## config.mk

```make
export PLATFORM = sky130hd
export DESIGN_NAME = matrix_where_filter
export DESIGN_NICKNAME = d
export VERILOG_FILES = /design/src/hdl/mwf_pkg.sv /design/src/hdl/mwf_csr.sv /design/src/hdl/mwf_front.sv /design/src/hdl/mwf_queue.sv /design/src/hdl/mwf_back.sv /design/src/hdl/matrix_where_filter.sv
export SDC_FILE = /design/constraint.sdc
export NUM_CORES = 2
export LEC_CHECK = 0
export BUFFER_PORTS_ARGS = -buffer_cell sky130_fd_sc_hd__buf_2
export CELL_PAD_IN_SITES_DETAIL_PLACEMENT = 0
export CELL_PAD_IN_SITES_GLOBAL_PLACEMENT = 2
export CORE_UTILIZATION = 39
export DETAILED_ROUTE_END_ITERATION = 7
export GPL_TIMING_DRIVEN = 0
export PLACE_DENSITY = 0.81
export RECOVER_POWER = 25
export REMOVE_ABC_BUFFERS = 1
export SLEW_MARGIN = 20
export SYNTH_ARGS = -nofsm -noshare
export SYNTH_HDL_FRONTEND = slang
export SYNTH_SLANG_ARGS = --single-unit
export TNS_END_PERCENT = 50
```

## constraint.sdc

```tcl
create_clock -name clock -period 7 [get_ports clock]
set_input_delay 2.1 -clock clock [delete_from_list [all_inputs] [get_ports clock]]
set_output_delay 2.1 -clock clock [all_outputs]
set_load 0.02 [all_outputs]
```

## src/hdl/mwf_pkg.sv

```systemverilog
// shared types, codes and the compare helper for the matrix where filter
`timescale 1ns / 1ps

package mwf_pkg;

   // default sizes of the condition table
   localparam int CLAUSES_DEF = 4;
   localparam int CONDS_DEF   = 4;

   // clause slots covered by the extended mode and count vectors; the clause registers hold four
   localparam int MAX_CLAUSES = 8;

   // decoupling queue between front and back
   localparam int QUEUE_DEPTH = 4;

   // configuration port
   localparam int ADDR_W = 5;
   localparam int DATA_W = 32;

   localparam logic [2:0] REG_ROWS        = 3'd0;
   localparam logic [2:0] REG_COLS        = 3'd1;
   localparam logic [2:0] REG_QUERY_MODE  = 3'd2;
   localparam logic [2:0] REG_CLAUSE_CNT  = 3'd3;
   localparam logic [2:0] REG_CLAUSE_MODE = 3'd4;
   localparam logic [2:0] REG_COND_COUNTS = 3'd5;

   // comparison operators
   localparam logic [2:0] OP_LT = 3'd0;
   localparam logic [2:0] OP_GT = 3'd1;
   localparam logic [2:0] OP_EQ = 3'd2;
   localparam logic [2:0] OP_NE = 3'd3;
   localparam logic [2:0] OP_LE = 3'd4;
   localparam logic [2:0] OP_GE = 3'd5;

   // clause and top-level combine modes
   localparam logic [1:0] MODE_NONE = 2'd0;
   localparam logic [1:0] MODE_ALL  = 2'd1;
   localparam logic [1:0] MODE_ANY  = 2'd2;
   localparam logic [1:0] MODE_BAD  = 2'd3;

   // request and result codes
   localparam logic REQ_LOAD     = 1'b0;
   localparam logic REQ_ELEMENT  = 1'b1;
   localparam logic KIND_MATCH   = 1'b0;
   localparam logic KIND_SUMMARY = 1'b1;

   typedef struct packed {
      logic               mode;
      logic [1:0]         slot_clause;
      logic [1:0]         slot_cond;
      logic [2:0]         cond_op;
      logic signed [31:0] cond_ref;
      logic signed [31:0] element_value;
   } req_type;

   typedef struct packed {
      logic        kind;
      logic [15:0] row;
      logic [15:0] col;
      logic [31:0] match_count;
      logic        query_error;
      logic        last;
   } rsp_type;

   typedef struct packed {
      logic [15:0] matrix_rows;
      logic [15:0] matrix_cols;
      logic [1:0]  query_mode;
      logic [2:0]  clauses_used;
      logic [7:0]  clause_modes;
      logic [15:0] clause_cond_counts;
   } cfg_type;

   // one queue entry: what the back end has to emit for one element
   typedef struct packed {
      logic        hit;
      logic        fin;
      logic [15:0] row;
      logic [15:0] col;
      logic [31:0] count;
      logic        err;
   } entry_type;

   function automatic logic cond_test(input logic [2:0] op,
                                      input logic signed [31:0] a,
                                      input logic signed [31:0] b);
      logic res;
      unique case (op)
         OP_LT:   res = a < b;
         OP_GT:   res = a > b;
         OP_EQ:   res = a == b;
         OP_NE:   res = a != b;
         OP_LE:   res = a <= b;
         default: res = a >= b;
      endcase
      return res;
   endfunction

endpackage

```

## src/hdl/mwf_csr.sv

```systemverilog
// configuration registers behind the apb-style port
`timescale 1ns / 1ps

module mwf_csr (
   input  logic                       clock,
   input  logic                       reset,
   input  logic                       psel,
   input  logic                       penable,
   input  logic                       pwrite,
   input  logic [mwf_pkg::ADDR_W-1:0] paddr,
   input  logic [mwf_pkg::DATA_W-1:0] pwdata,
   output logic [mwf_pkg::DATA_W-1:0] prdata,
   output logic                       pready,
   output mwf_pkg::cfg_type           cfg
);
   import mwf_pkg::*;

   cfg_type    cfg_ff, cfg_in;
   logic [2:0] reg_idx;
   logic       wr_en;

   assign reg_idx = paddr[4:2];
   assign wr_en   = psel && penable && pwrite;
   assign pready  = 1'b1;
   assign cfg     = cfg_ff;

   always_comb begin
      cfg_in = cfg_ff;
      if (wr_en) begin
         unique case (reg_idx)
            REG_ROWS:        cfg_in.matrix_rows        = pwdata[15:0];
            REG_COLS:        cfg_in.matrix_cols        = pwdata[15:0];
            REG_QUERY_MODE:  cfg_in.query_mode         = pwdata[1:0];
            REG_CLAUSE_CNT:  cfg_in.clauses_used       = pwdata[2:0];
            REG_CLAUSE_MODE: cfg_in.clause_modes       = pwdata[7:0];
            REG_COND_COUNTS: cfg_in.clause_cond_counts = pwdata[15:0];
            default:         cfg_in = cfg_ff;
         endcase
      end
   end

   always_comb begin
      unique case (reg_idx)
         REG_ROWS:        prdata = {16'b0, cfg_ff.matrix_rows};
         REG_COLS:        prdata = {16'b0, cfg_ff.matrix_cols};
         REG_QUERY_MODE:  prdata = {30'b0, cfg_ff.query_mode};
         REG_CLAUSE_CNT:  prdata = {29'b0, cfg_ff.clauses_used};
         REG_CLAUSE_MODE: prdata = {24'b0, cfg_ff.clause_modes};
         REG_COND_COUNTS: prdata = {16'b0, cfg_ff.clause_cond_counts};
         default:         prdata = '0;
      endcase
   end

   always_ff @(posedge clock) begin
      if (reset) begin
         cfg_ff.matrix_rows        <= 16'd1;
         cfg_ff.matrix_cols        <= 16'd1;
         cfg_ff.query_mode         <= MODE_NONE;
         cfg_ff.clauses_used       <= 3'd0;
         cfg_ff.clause_modes       <= 8'd0;
         cfg_ff.clause_cond_counts <= 16'd0;
      end else begin
         cfg_ff <= cfg_in;
      end
   end

endmodule

```

## src/hdl/mwf_front.sv

```systemverilog
// front end: condition table, query evaluation and scan position tracking
`timescale 1ns / 1ps

module mwf_front #(
   parameter int CLAUSES = mwf_pkg::CLAUSES_DEF,
   parameter int CONDS   = mwf_pkg::CONDS_DEF
) (
   input  logic               clock,
   input  logic               reset,
   input  mwf_pkg::cfg_type   cfg,
   input  logic               req_accept,
   input  mwf_pkg::req_type   req_data,
   output logic               push,
   output mwf_pkg::entry_type entry
);
   import mwf_pkg::*;

   logic [2:0]         ops_ff  [CLAUSES][CONDS];
   logic signed [31:0] refs_ff [CLAUSES][CONDS];

   logic [15:0] row_ff, row_in;
   logic [15:0] col_ff, col_in;
   logic [31:0] count_ff, count_in;

   logic [2*MAX_CLAUSES-1:0] modes_ext;
   logic [4*MAX_CLAUSES-1:0] counts_ext;
   logic                     err;
   logic                     top;
   logic                     hit;
   logic                     col_end;
   logic                     row_end;
   logic                     is_elem;
   logic [31:0]              count_hit;

   // clauses past the register width read as mode none with no conditions
   assign modes_ext  = {{(2*MAX_CLAUSES-8){1'b0}}, cfg.clause_modes};
   assign counts_ext = {{(4*MAX_CLAUSES-16){1'b0}}, cfg.clause_cond_counts};

   always_comb begin : p_eval
      logic [1:0] m;
      logic [3:0] n;
      logic       use_c;
      logic       cl_all;
      logic       cl;
      logic       top_all;
      logic       r;
      r   = 1'b0;
      err = (cfg.clauses_used == 3'd0) || (int'(cfg.clauses_used) > CLAUSES) ||
            (cfg.query_mode == MODE_BAD);
      top_all = (cfg.query_mode == MODE_ALL);
      top     = top_all;
      for (int i = 0; i < CLAUSES; i++) begin
         m      = modes_ext[2*i +: 2];
         n      = counts_ext[4*i +: 4];
         use_c  = i < int'(cfg.clauses_used);
         cl_all = (m == MODE_ALL);
         cl     = cl_all;
         for (int j = 0; j < CONDS; j++) begin
            if (j < int'(n)) begin
               r  = cond_test(ops_ff[i][j], req_data.element_value, refs_ff[i][j]);
               cl = cl_all ? (cl & r) : (cl | r);
               if (use_c && (ops_ff[i][j] > OP_GE)) begin
                  err = 1'b1;
               end
            end
         end
         if (use_c) begin
            if (m == MODE_NONE || m == MODE_BAD || n == 4'd0 || int'(n) > CONDS) begin
               err = 1'b1;
            end
            top = top_all ? (top & cl) : (top | cl);
         end
      end
   end

   assign is_elem   = req_accept && (req_data.mode == REQ_ELEMENT);
   assign hit       = !err && top;
   assign col_end   = ({1'b0, col_ff} + 17'd1) >= {1'b0, cfg.matrix_cols};
   assign row_end   = ({1'b0, row_ff} + 17'd1) >= {1'b0, cfg.matrix_rows};
   assign count_hit = (hit && (count_ff != '1)) ? count_ff + 32'd1 : count_ff;

   always_comb begin
      row_in   = row_ff;
      col_in   = col_ff;
      count_in = count_ff;
      if (req_accept && (req_data.mode == REQ_LOAD)) begin
         row_in   = '0;
         col_in   = '0;
         count_in = '0;
      end else if (is_elem) begin
         count_in = count_hit;
         if (col_end) begin
            col_in = '0;
            if (row_end) begin
               row_in   = '0;
               count_in = '0;
            end else begin
               row_in = row_ff + 16'd1;
            end
         end else begin
            col_in = col_ff + 16'd1;
         end
      end
   end

   assign push        = is_elem && (hit || (col_end && row_end));
   assign entry.hit   = hit;
   assign entry.fin   = col_end && row_end;
   assign entry.row   = row_ff;
   assign entry.col   = col_ff;
   assign entry.count = count_hit;
   assign entry.err   = err;

   // condition table: loaded by slot, no reset
   always_ff @(posedge clock) begin
      for (int i = 0; i < CLAUSES; i++) begin
         for (int j = 0; j < CONDS; j++) begin
            if (req_accept && (req_data.mode == REQ_LOAD) &&
                int'(req_data.slot_clause) == i && int'(req_data.slot_cond) == j) begin
               ops_ff[i][j]  <= req_data.cond_op;
               refs_ff[i][j] <= req_data.cond_ref;
            end
         end
      end
   end

   always_ff @(posedge clock) begin
      if (reset) begin
         row_ff   <= '0;
         col_ff   <= '0;
         count_ff <= '0;
      end else begin
         row_ff   <= row_in;
         col_ff   <= col_in;
         count_ff <= count_in;
      end
   end

endmodule

```

## src/hdl/mwf_queue.sv

```systemverilog
// short fifo that decouples the front end from the result stage
`timescale 1ns / 1ps

module mwf_queue #(
   parameter int DEPTH = mwf_pkg::QUEUE_DEPTH
) (
   input  logic               clock,
   input  logic               reset,
   input  logic               push,
   input  mwf_pkg::entry_type push_data,
   input  logic               pop,
   output mwf_pkg::entry_type head,
   output logic               empty,
   output logic               full
);
   import mwf_pkg::*;

   localparam int PTR_W = (DEPTH > 1) ? $clog2(DEPTH) : 1;
   localparam int CNT_W = $clog2(DEPTH + 1);

   entry_type        mem_ff [DEPTH];
   logic [PTR_W-1:0] wr_ptr_ff, wr_ptr_in;
   logic [PTR_W-1:0] rd_ptr_ff, rd_ptr_in;
   logic [CNT_W-1:0] cnt_ff, cnt_in;

   assign empty = (cnt_ff == '0);
   assign full  = (cnt_ff == CNT_W'(DEPTH));
   assign head  = mem_ff[rd_ptr_ff];

   always_comb begin
      wr_ptr_in = wr_ptr_ff;
      rd_ptr_in = rd_ptr_ff;
      cnt_in    = cnt_ff;
      if (push) begin
         wr_ptr_in = (wr_ptr_ff == PTR_W'(DEPTH - 1)) ? '0 : wr_ptr_ff + PTR_W'(1);
      end
      if (pop) begin
         rd_ptr_in = (rd_ptr_ff == PTR_W'(DEPTH - 1)) ? '0 : rd_ptr_ff + PTR_W'(1);
      end
      if (push && !pop) begin
         cnt_in = cnt_ff + CNT_W'(1);
      end else if (pop && !push) begin
         cnt_in = cnt_ff - CNT_W'(1);
      end
   end

   always_ff @(posedge clock) begin
      if (push) begin
         mem_ff[wr_ptr_ff] <= push_data;
      end
   end

   always_ff @(posedge clock) begin
      if (reset) begin
         wr_ptr_ff <= '0;
         rd_ptr_ff <= '0;
         cnt_ff    <= '0;
      end else begin
         wr_ptr_ff <= wr_ptr_in;
         rd_ptr_ff <= rd_ptr_in;
         cnt_ff    <= cnt_in;
      end
   end

endmodule

```

## src/hdl/mwf_back.sv

```systemverilog
// back end: turns queue entries into match and summary results
`timescale 1ns / 1ps

module mwf_back (
   input  logic               clock,
   input  logic               reset,
   input  mwf_pkg::entry_type head,
   input  logic               empty,
   output logic               pop,
   output logic               rsp_valid,
   input  logic               rsp_stall,
   output mwf_pkg::rsp_type   rsp_data
);
   import mwf_pkg::*;

   logic    rsp_valid_ff, rsp_valid_in;
   rsp_type rsp_data_ff, rsp_data_in;
   logic    phase_ff, phase_in;
   logic    out_free;

   assign out_free  = !rsp_valid_ff || !rsp_stall;
   assign rsp_valid = rsp_valid_ff;
   assign rsp_data  = rsp_data_ff;

   always_comb begin
      pop          = 1'b0;
      phase_in     = phase_ff;
      rsp_valid_in = rsp_valid_ff && rsp_stall;
      rsp_data_in  = rsp_data_ff;
      if (out_free && !empty) begin
         rsp_valid_in = 1'b1;
         if (head.hit && !phase_ff) begin
            rsp_data_in.kind        = KIND_MATCH;
            rsp_data_in.row         = head.row;
            rsp_data_in.col         = head.col;
            rsp_data_in.match_count = '0;
            rsp_data_in.query_error = 1'b0;
            rsp_data_in.last        = !head.fin;
            // a match on the final element keeps the entry for its summary
            if (head.fin) begin
               phase_in = 1'b1;
            end else begin
               pop = 1'b1;
            end
         end else begin
            rsp_data_in.kind        = KIND_SUMMARY;
            rsp_data_in.row         = '0;
            rsp_data_in.col         = '0;
            rsp_data_in.match_count = head.count;
            rsp_data_in.query_error = head.err;
            rsp_data_in.last        = 1'b1;
            pop                     = 1'b1;
            phase_in                = 1'b0;
         end
      end
   end

   always_ff @(posedge clock) begin
      rsp_data_ff <= rsp_data_in;
   end

   always_ff @(posedge clock) begin
      if (reset) begin
         rsp_valid_ff <= 1'b0;
         phase_ff     <= 1'b0;
      end else begin
         rsp_valid_ff <= rsp_valid_in;
         phase_ff     <= phase_in;
      end
   end

endmodule

```

## src/hdl/matrix_where_filter.sv

```systemverilog
// top level of the matrix where filter: csr block, front end, queue, back end
// a result's entry is written into the queue, then registered in the back end
// throughput: one request per cycle while the queue is not full and one result
// per cycle while rsp_stall is low; a match on the final element precedes its summary
// request side stalls only while the four-entry queue is full
// synchronous active-high reset clears control state and scan position, not the table
`timescale 1ns / 1ps

module matrix_where_filter #(
   parameter int CLAUSES = mwf_pkg::CLAUSES_DEF,
   parameter int CONDS   = mwf_pkg::CONDS_DEF
) (
   input  logic                       clock,
   input  logic                       reset,
   input  logic                       req_valid,
   output logic                       req_stall,
   input  mwf_pkg::req_type           req_data,
   output logic                       rsp_valid,
   input  logic                       rsp_stall,
   output mwf_pkg::rsp_type           rsp_data,
   input  logic                       psel,
   input  logic                       penable,
   input  logic                       pwrite,
   input  logic [mwf_pkg::ADDR_W-1:0] paddr,
   input  logic [mwf_pkg::DATA_W-1:0] pwdata,
   output logic [mwf_pkg::DATA_W-1:0] prdata,
   output logic                       pready
);
   import mwf_pkg::*;

   cfg_type   cfg;
   entry_type push_data;
   entry_type head;
   logic      push;
   logic      pop;
   logic      empty;
   logic      full;
   logic      req_accept;

   assign req_stall  = full;
   assign req_accept = req_valid && !full;

   mwf_csr u_csr (
      .clock   (clock),
      .reset   (reset),
      .psel    (psel),
      .penable (penable),
      .pwrite  (pwrite),
      .paddr   (paddr),
      .pwdata  (pwdata),
      .prdata  (prdata),
      .pready  (pready),
      .cfg     (cfg)
   );

   mwf_front #(
      .CLAUSES (CLAUSES),
      .CONDS   (CONDS)
   ) u_front (
      .clock      (clock),
      .reset      (reset),
      .cfg        (cfg),
      .req_accept (req_accept),
      .req_data   (req_data),
      .push       (push),
      .entry      (push_data)
   );

   mwf_queue #(
      .DEPTH (QUEUE_DEPTH)
   ) u_queue (
      .clock     (clock),
      .reset     (reset),
      .push      (push),
      .push_data (push_data),
      .pop       (pop),
      .head      (head),
      .empty     (empty),
      .full      (full)
   );

   mwf_back u_back (
      .clock     (clock),
      .reset     (reset),
      .head      (head),
      .empty     (empty),
      .pop       (pop),
      .rsp_valid (rsp_valid),
      .rsp_stall (rsp_stall),
      .rsp_data  (rsp_data)
   );

endmodule

```

# Yosys cells after proc, flatten, opt, wreduce, memory -nomap -nowiden
# Memory sizes are Yosys's and may differ from the RTL's. A register that Yosys moved wholly into a read port is not among the register bits.
# Index checks and enable logic that the tools add are counted.
op_classes:
  n_addsub: 9
  magnitude_cmp: 107
  eq_ne: 122
  muxes: 183
  n_bitwise: 41
  reduce_logical: 120
op_table:
  columns: ["cell", "count"]
  rows:
  - ["$eq 32x32->1", 16]
  - ["$ge 32x32->1", 16]
  - ["$gt 32x32->1", 16]
  - ["$le 32x32->1", 16]
  - ["$lt 32x32->1", 16]
  - ["$ne 32x32->1", 16]
  - ["$mux 128", 3]
  - ["$reduce_or 128->1", 3]
  - ["$mux 1", 136]
  - ["$eq 3x2->1 const B", 34]
  - ["$mux 32", 3]
  - ["$pmux 16 s6", 1]
  - ["$pmux 1 s5", 16]
  - ["$mux 67", 1]
  - ["$eq 3x3->1 const B", 19]
  - ["$logic_not 3->1", 19]
  - ["$eq 3x1->1 const B", 17]
  - ["$gt 3x3->1 const B", 17]
  - ["$logic_and 1x1->1", 50]
  - ["$mux 12", 3]
  - ["$reduce_or 12->1", 3]
  - ["$add 16x1->17 const B", 2]
  - ["$ge 17x16->1", 2]
  - ["$add 16x1->16 const B", 2]
  - ["other kinds (27)", 155]
totals:
  ff_bits: 201
  mem_bits_rw: 828
  out_inout_bits: 102
  n_memories: 3
memory_table:
  columns: ["name", "depth", "word_bits", "read_ports", "rd_ports_with_merged_regs", "wr", "line_no", "source"]
  rows:
  - ["u_front.refs_ff", 4, 128, 4, 0, 1, "mwf_front.sv:19", "logic signed [31:0] refs_ff [CLAUSES][CONDS];"]
  - ["u_queue.mem_ff", 4, 67, 1, 1, 1, "mwf_queue.sv:21", "entry_type mem_ff [DEPTH];"]
  - ["u_front.ops_ff", 4, 12, 4, 0, 1, "mwf_front.sv:18", "logic [2:0] ops_ff [CLAUSES][CONDS];"]

# Logic depth before layout (Yosys ltp)
depth:
  depth_word: 51
  mapped_depth: 25
  depth_no_buf: 23

# By module
# A second synthesis with hierarchy kept.
hier_totals:
  hier_cells: 4254
  hier_area_um2: 52858.2
by_module_without_submodules:
  columns: ["module", "n_inst", "cells_per_inst", "area_each_um2"]
  rows:
  - ["mwf_front", 1, 3371, 36864.1]
  - ["mwf_queue", 1, 394, 10142.2]
  - ["mwf_csr", 1, 338, 3193.1]
  - ["mwf_back", 1, 150, 2645.0]
  - ["matrix_where_filter", 1, 1, 13.8]

# Worst setup path after synthesis
# Ideal clock, no wire load.
synth_timing:
  path_type: "in2reg"
  from: "in req_data[0] in the netlist's numbering"
  to: "mem u_queue.mem_ff[0][0] in the netlist's numbering (enable)"
  t_arrival_ps: 6984
  required_time_ps: 6568
  setup_slack_ps: -417
  path_stages: 20
  n_path_buf: 2
  cell_sequence: "inv_1 > ha_1 > nand4_1 > nor4_1 > nand2_1 > a21oi_1 > and3b_1 > or4_1 > o211ai_1 > o41a_1 > nand2_1 > o221ai_2 > nand3b_1 > nand2_2 > nand2b_2 > inv_2 > buf_6 > o21a_1 > buf_2 > and2_1"
synth_between:
  elab_chain_len: 32
  elab_cells_between_ends: 213
  classes_between: "64 x order compare; 32 x eq/ne; 74 x mux; 40 x bitwise; 3 x reduce/logical"
synth_rtl:
  columns: ["element", "line_no", "source"]
  rows:
  - ["start: declaration", "matrix_where_filter.sv:17", "input mwf_pkg::req_type req_data,"]
  - ["$ge 32x32->1, or another cell as far along", "mwf_pkg.sv:94", "default: res = a >= b;"]
  - ["$pmux 1 s5", "mwf_pkg.sv:88", "unique case (op)"]
  - ["$mux 1", "mwf_front.sv:59", "if (j < int'(n)) begin"]
  - ["$or 1x1->1 or $and 1x1->1 (tied branches)", "mwf_front.sv:61", "cl = cl_all ? (cl & r) : (cl | r);"]
  - ["$mux 1", "mwf_front.sv:61", null]
  - ["$mux 1", "mwf_front.sv:59", null]
  - ["$or 1x1->1 or $and 1x1->1 (tied branches)", "mwf_front.sv:61", null]
  - ["$mux 1", "mwf_front.sv:61", null]
  - ["(+17 left out)", null, null]
  - ["$mux 1", "mwf_front.sv:71", "top = top_all ? (top & cl) : (top | cl);"]
  - ["$mux 1 *", "mwf_front.sv:67", "if (use_c) begin"]
  - ["$logic_and 1x1->1 *", "mwf_front.sv:77", "assign hit = !err && top;"]
  - ["$logic_or 1x1->1 *", "mwf_front.sv:106", "assign push = is_elem && (hit || (col_end && row_end));"]
  - ["$logic_and 1x1->1 *", "mwf_front.sv:106", null]
  - ["net push", "matrix_where_filter.sv:34", "logic push;"]
  - ["$mux 1 *", "mwf_queue.sv:48", "if (push) begin"]
  - ["$mux 1 (implied by the code) *", "mwf_queue.sv:49", "mem_ff[wr_ptr_ff] <= push_data;"]
  - ["end: declaration", "mwf_queue.sv:21", null]
# Mark *: on every way through the listed nets, which the timed path passes. The rest lies on a longest branch. The select of a mux whose other input is x is not followed.

# Worst setup path after layout
layout_timing:
  from: "in req_data[26] in the netlist's numbering"
  to: "reg u_queue.cnt_ff[2]"
layout_between:
  elab_chain_len: 33
  elab_cells_between_ends: 216
  classes_between: "64 x order compare; 32 x eq/ne; 73 x mux; 40 x bitwise; 7 x reduce/logical"
layout_rtl:
  columns: ["element", "line_no", "source"]
  rows:
  - ["$ge 32x32->1, or another cell as far along", "mwf_pkg.sv:94", null]
  - ["$pmux 1 s5", "mwf_pkg.sv:88", null]
  - ["$mux 1", "mwf_front.sv:59", null]
  - ["$or 1x1->1 or $and 1x1->1 (tied branches)", "mwf_front.sv:61", null]
  - ["$mux 1", "mwf_front.sv:61", null]
  - ["$mux 1", "mwf_front.sv:59", null]
  - ["$or 1x1->1 or $and 1x1->1 (tied branches)", "mwf_front.sv:61", null]
  - ["$mux 1", "mwf_front.sv:61", null]
  - ["(+17 left out)", null, null]
  - ["$mux 1", "mwf_front.sv:71", null]
  - ["$mux 1 *", "mwf_front.sv:67", null]
  - ["$logic_and 1x1->1 *", "mwf_front.sv:77", null]
  - ["$logic_or 1x1->1 *", "mwf_front.sv:106", null]
  - ["$logic_and 1x1->1 *", "mwf_front.sv:106", null]
  - ["$logic_not 1->1", "mwf_queue.sv:42", "end else if (pop && !push) begin"]
  - ["$logic_and 1x1->1", "mwf_queue.sv:42", null]
  - ["$reduce_bool 2->1 (no source line)", null, null]
  - ["end signal: assignment", "mwf_queue.sv:61", "cnt_ff <= cnt_in;"]
  - ["end: declaration", "mwf_queue.sv:24", "logic [CNT_W-1:0] cnt_ff, cnt_in;"]
# Mark *: on every way between the ends. The rest lies on a longest branch, timed or not. The select of a mux whose other input is x is not followed.
# A chain may end at the register's enable or synchronous reset.

==> results.json <==
{
  "synthMuxAreaShare_pct": 4.30,
  "synth_area_sq_um": 52400,
  "place_hpwl_um": 95300,
  "final_antenna_net_count": 0,
  "cts.root.buffer_cell": "clkbuf_16",
  "hold_start": "u_csr.cfg[30]$_SDFFE_PP0P_",
  "async_reset_ff_share_pct": 0,
  "port_buffers": 182,
  "yosysMostFrequentCell": "edfxtp_1",
  "synthAdderAreaFrac_pct": 13.3,
  "highest_layer": "met4",
  "hold_violations": 0,
  "leakage_nw": 23.9,
  "clk_pin_slew_worst_paths_ps": 60,
  "hold_class": "flop to flop",
  "startpoint": "req_data[26]",
  "ys_top_cells_by_count": "895 x edfxtp_1, 575 x inv_1, 557 x ha_1",
  "arrival_ps": 7480,
  "slew_viol_final": 34,
  "die_area_sq_um": 136000,
  "dr_wl_met2_um": 68200,
  "grt_overflow": 0,
  "clock_latency_ps": 760,
  "period_needed_ps": 6810,
  "nets": 5234,
  "wl_met3_um": 7910,
  "cts_buffer_depth": 3,
  "grt_start_max_net_pins": 59,
  "gp_congestion": 0.825,
  "routed_via_density": 5.38,
  "std_cell_rows": 134,
  "crit_fanout": 16,
  "core_sq_um": 133000,
  "die_h_um": 369,
  "synth_edf_count": 895,
  "die_w_um": 369,
  "drc": 0,
  "synthSimpleGateAreaFrac_pct": 10.7,
  "synth_top_flop_cell": "edfxtp_1",
  "synth_compound_area_share_pct": 9.13,
  "tns_ps": 0,
  "antenna_found_initial": 18,
  "finalCritPeriodShare_pct": 97.3,
  "syn_inst": 4291,
  "violations": "capacitance limit, slew limit",
  "synth_top_family_by_area": "adder cells",
  "ir_drop_uv": 244,
  "stdcell_area_sq_um": 60200,
  "synth_area_per_cell_sq_um": 12.2,
  "fmax_ghz": 0.147,
  "grt_pass1_wl_um": 212000,
  "drive_above_1_share_pct": 12.1,
  "post_dp_cell_area_sq_um": 56000,
  "first_pass_iters": 5,
  "yosys.area.top_type": "edfxtp_1",
  "cap_violations": 2,
  "yosysSeqAreaShare_pct": 56.4,
  "grt_pass1_vias": 33000,
  "cp.required_ps": 7670,
  "m1WireLength_um": 63500,
  "worstSetupStartpointType": "primary input",
  "synth-seq-cells": 1031,
  "power_density_nw_per_um2": 252,
  "cts_max_level": 3,
  "finalSetupViolCount": 0,
  "relSlewSlack_pct": -4.92,
  "io_pins": 218,
  "critical_path_class": "primary input to flop",
  "status": "finished with violations",
  "holdBufCountCts": 0,
  "drt-total-wl_um": 145000,
  "track_usage_pct": 21.1,
  "cts_sinks": 1031,
  "skew_ps": 45.3,
  "drt_iter0_markers": 2690,
  "synth_xor_area_share_pct": 1.04,
  "synth.area.top_cells": "edfxtp_1 51%, ha_1 13%, dfxtp_1 5.2%, inv_1 4.1%, mux4_2 3.1%",
  "yosys_warnings": 0,
  "area_growth_pct": 14.8,
  "start_util_pct": 39.3,
  "timing.rr.start": "u_front.col_ff[0]$_SDFFE_PP0P_",
  "synth_top_cell_area_share_pct": 51.3,
  "cts_buffers": 113,
  "synth.distinct_cells": 97,
  "worstSetupEndpointType": "flop",
  "worst_pin_slew_ps": 1570,
  "wl_per_cell_um": 22.5,
  "cts_tree": "built",
  "vias": 34600
}
-- flip-flops by register name (all words and copies together), names as in the netlist, named ones only --
name and count:
u_queue.cnt_ff 3, u_queue.rd_ptr_ff 2, u_queue.wr_ptr_ff 2, u_front.refs_ff 512, u_back.rsp_valid 1, u_front.row_ff 16, u_back.phase_ff 1, u_csr.cfg 61
u_back.rsp_data 67, u_front.col_ff 16, u_front.ops_ff 48, u_front.count_ff 32, u_queue.mem_ff 268
-- worst max-delay path, stage by stage --
cell and delay (ps):
buf_4 330, ha_1 330, nand4_1 340, inv_1 100, a221oi_2 510, o211ai_1 140, a21oi_1 150, mux2_2 450
a32o_1 300, nand3_1 80, nand4b_1 180, a22o_1 250, nand3b_1 230, nand2_2 140, nand2b_4 150, inv_8 140
o21a_4 200, ha_1 200, inv_1 70, fa_1 430, xor2_1 180, or3_1 300, a21oi_1 140
-- cells by family (layout without fill, tap and decap cells) --
| kind of cell | count (synthesis) | after routing |
|---|---|---|
| mux | 134 | 134 |
| buf+inv | 677 | 1026 |
| xor+xnor | 62 | 62 |
| compound gates | 747 | 747 |
| simple gates | 1080 | 1080 |
| other cells | 2 | 23 |
| fa+ha+maj | 558 | 558 |
| flops | 1031 | 1031 |
-- what timing repair did --
item,4_1_cts,5_1_grt
resized for setup,70,32
cloned,1,0
hold endpoints to repair,0,0
setup buffers,7,5
endpoints found under the setup margin,410,82
pin swaps,5,12
-- layout by cell type, fill, tap and decap left out, drive strengths merged, types with 15 or more instances in the layout --
cell,count
a211oi,19
a21o,45
a21oi,295
a31oi,30
and2,93
and3,34
buf,210
clkbuf,174
clkinv,49
conb,17
dfxtp,136
edfxtp,895
ha,557
inv,579
mux2i,50
mux4,72
nand2,267
nand2b,24
nand3,108
nand3b,18
nand4,126
nor2,192
nor2b,40
nor3,41
nor3b,16
nor4,42
o211ai,27
o21a,22
o21ai,116
o31ai,15
or3,17
or4,15
xnor2,33
xor2,29
-- path summary, 6_finish.rpt --
check / slack (ps) / cells past startpoint / to
hold / removal: 460 / 2 / u_csr.cfg[30]$_SDFFE_PP0P_
setup reg to reg: 900 / 21 / u_queue.cnt_ff[2]$_SDFFE_PP0P_
hold reg to reg: 460 / 2 / u_csr.cfg[30]$_SDFFE_PP0P_
setup / recovery: 190 / 23 / u_queue.cnt_ff[2]$_SDFFE_PP0P_
-- report_power, final --
part	internal [mW]	switching (mW)
Combinational	0.750	1.33
Sequential	7.09	0.135
Clock	3.30	2.55
Total	11.1	4.01
-- per-layer routing --
metal	GRT usage, %	vias to the layer above
met2	35.1	888
met1	28.1	17100
li1	-	16400
met5	0	-
met3	3.13	225
met4	7.13	0
-- through the flow --
| stage | hold WS, ps | std cells | worst slack (ps) | power, mW | utilization [%] |
|---|---|---|---|---|---|
| global route | 483 | 6425 | -25.0 | 15.7 | 45.1 |
| detailed placement | 449 | 6200 | -2230 | 9.45 | 42.0 |
| global placement | 444 | 6155 | -4760 | 9.43 | 41.3 |
| floorplan | 430 | 4205 | -577 | 8.60 | - |
| CTS | 457 | 6418 | 105 | 15.3 | 45.0 |
| finish | 457 | 6429 | 191 | 15.1 | 45.1 |
-- layout make-up --
| class | count | area (sq um) |
|---|---|---|
| diodes | 6 | 15.0 |
| inverters | 576 | 2170 |
| clock inverters | 65 | 601 |
| repair inverters | 1 | 6.26 |
| multi-input cells | 2598 | 20800 |
| repair buffers | 239 | 1780 |
| well taps | 1768 | 2210 |
| clock buffers | 145 | 3010 |
| fillers | 12300 | 73300 |
| flip-flops and latches | 1031 | 29600 |
No activity file was read; power rests on OpenSTA's default activity.
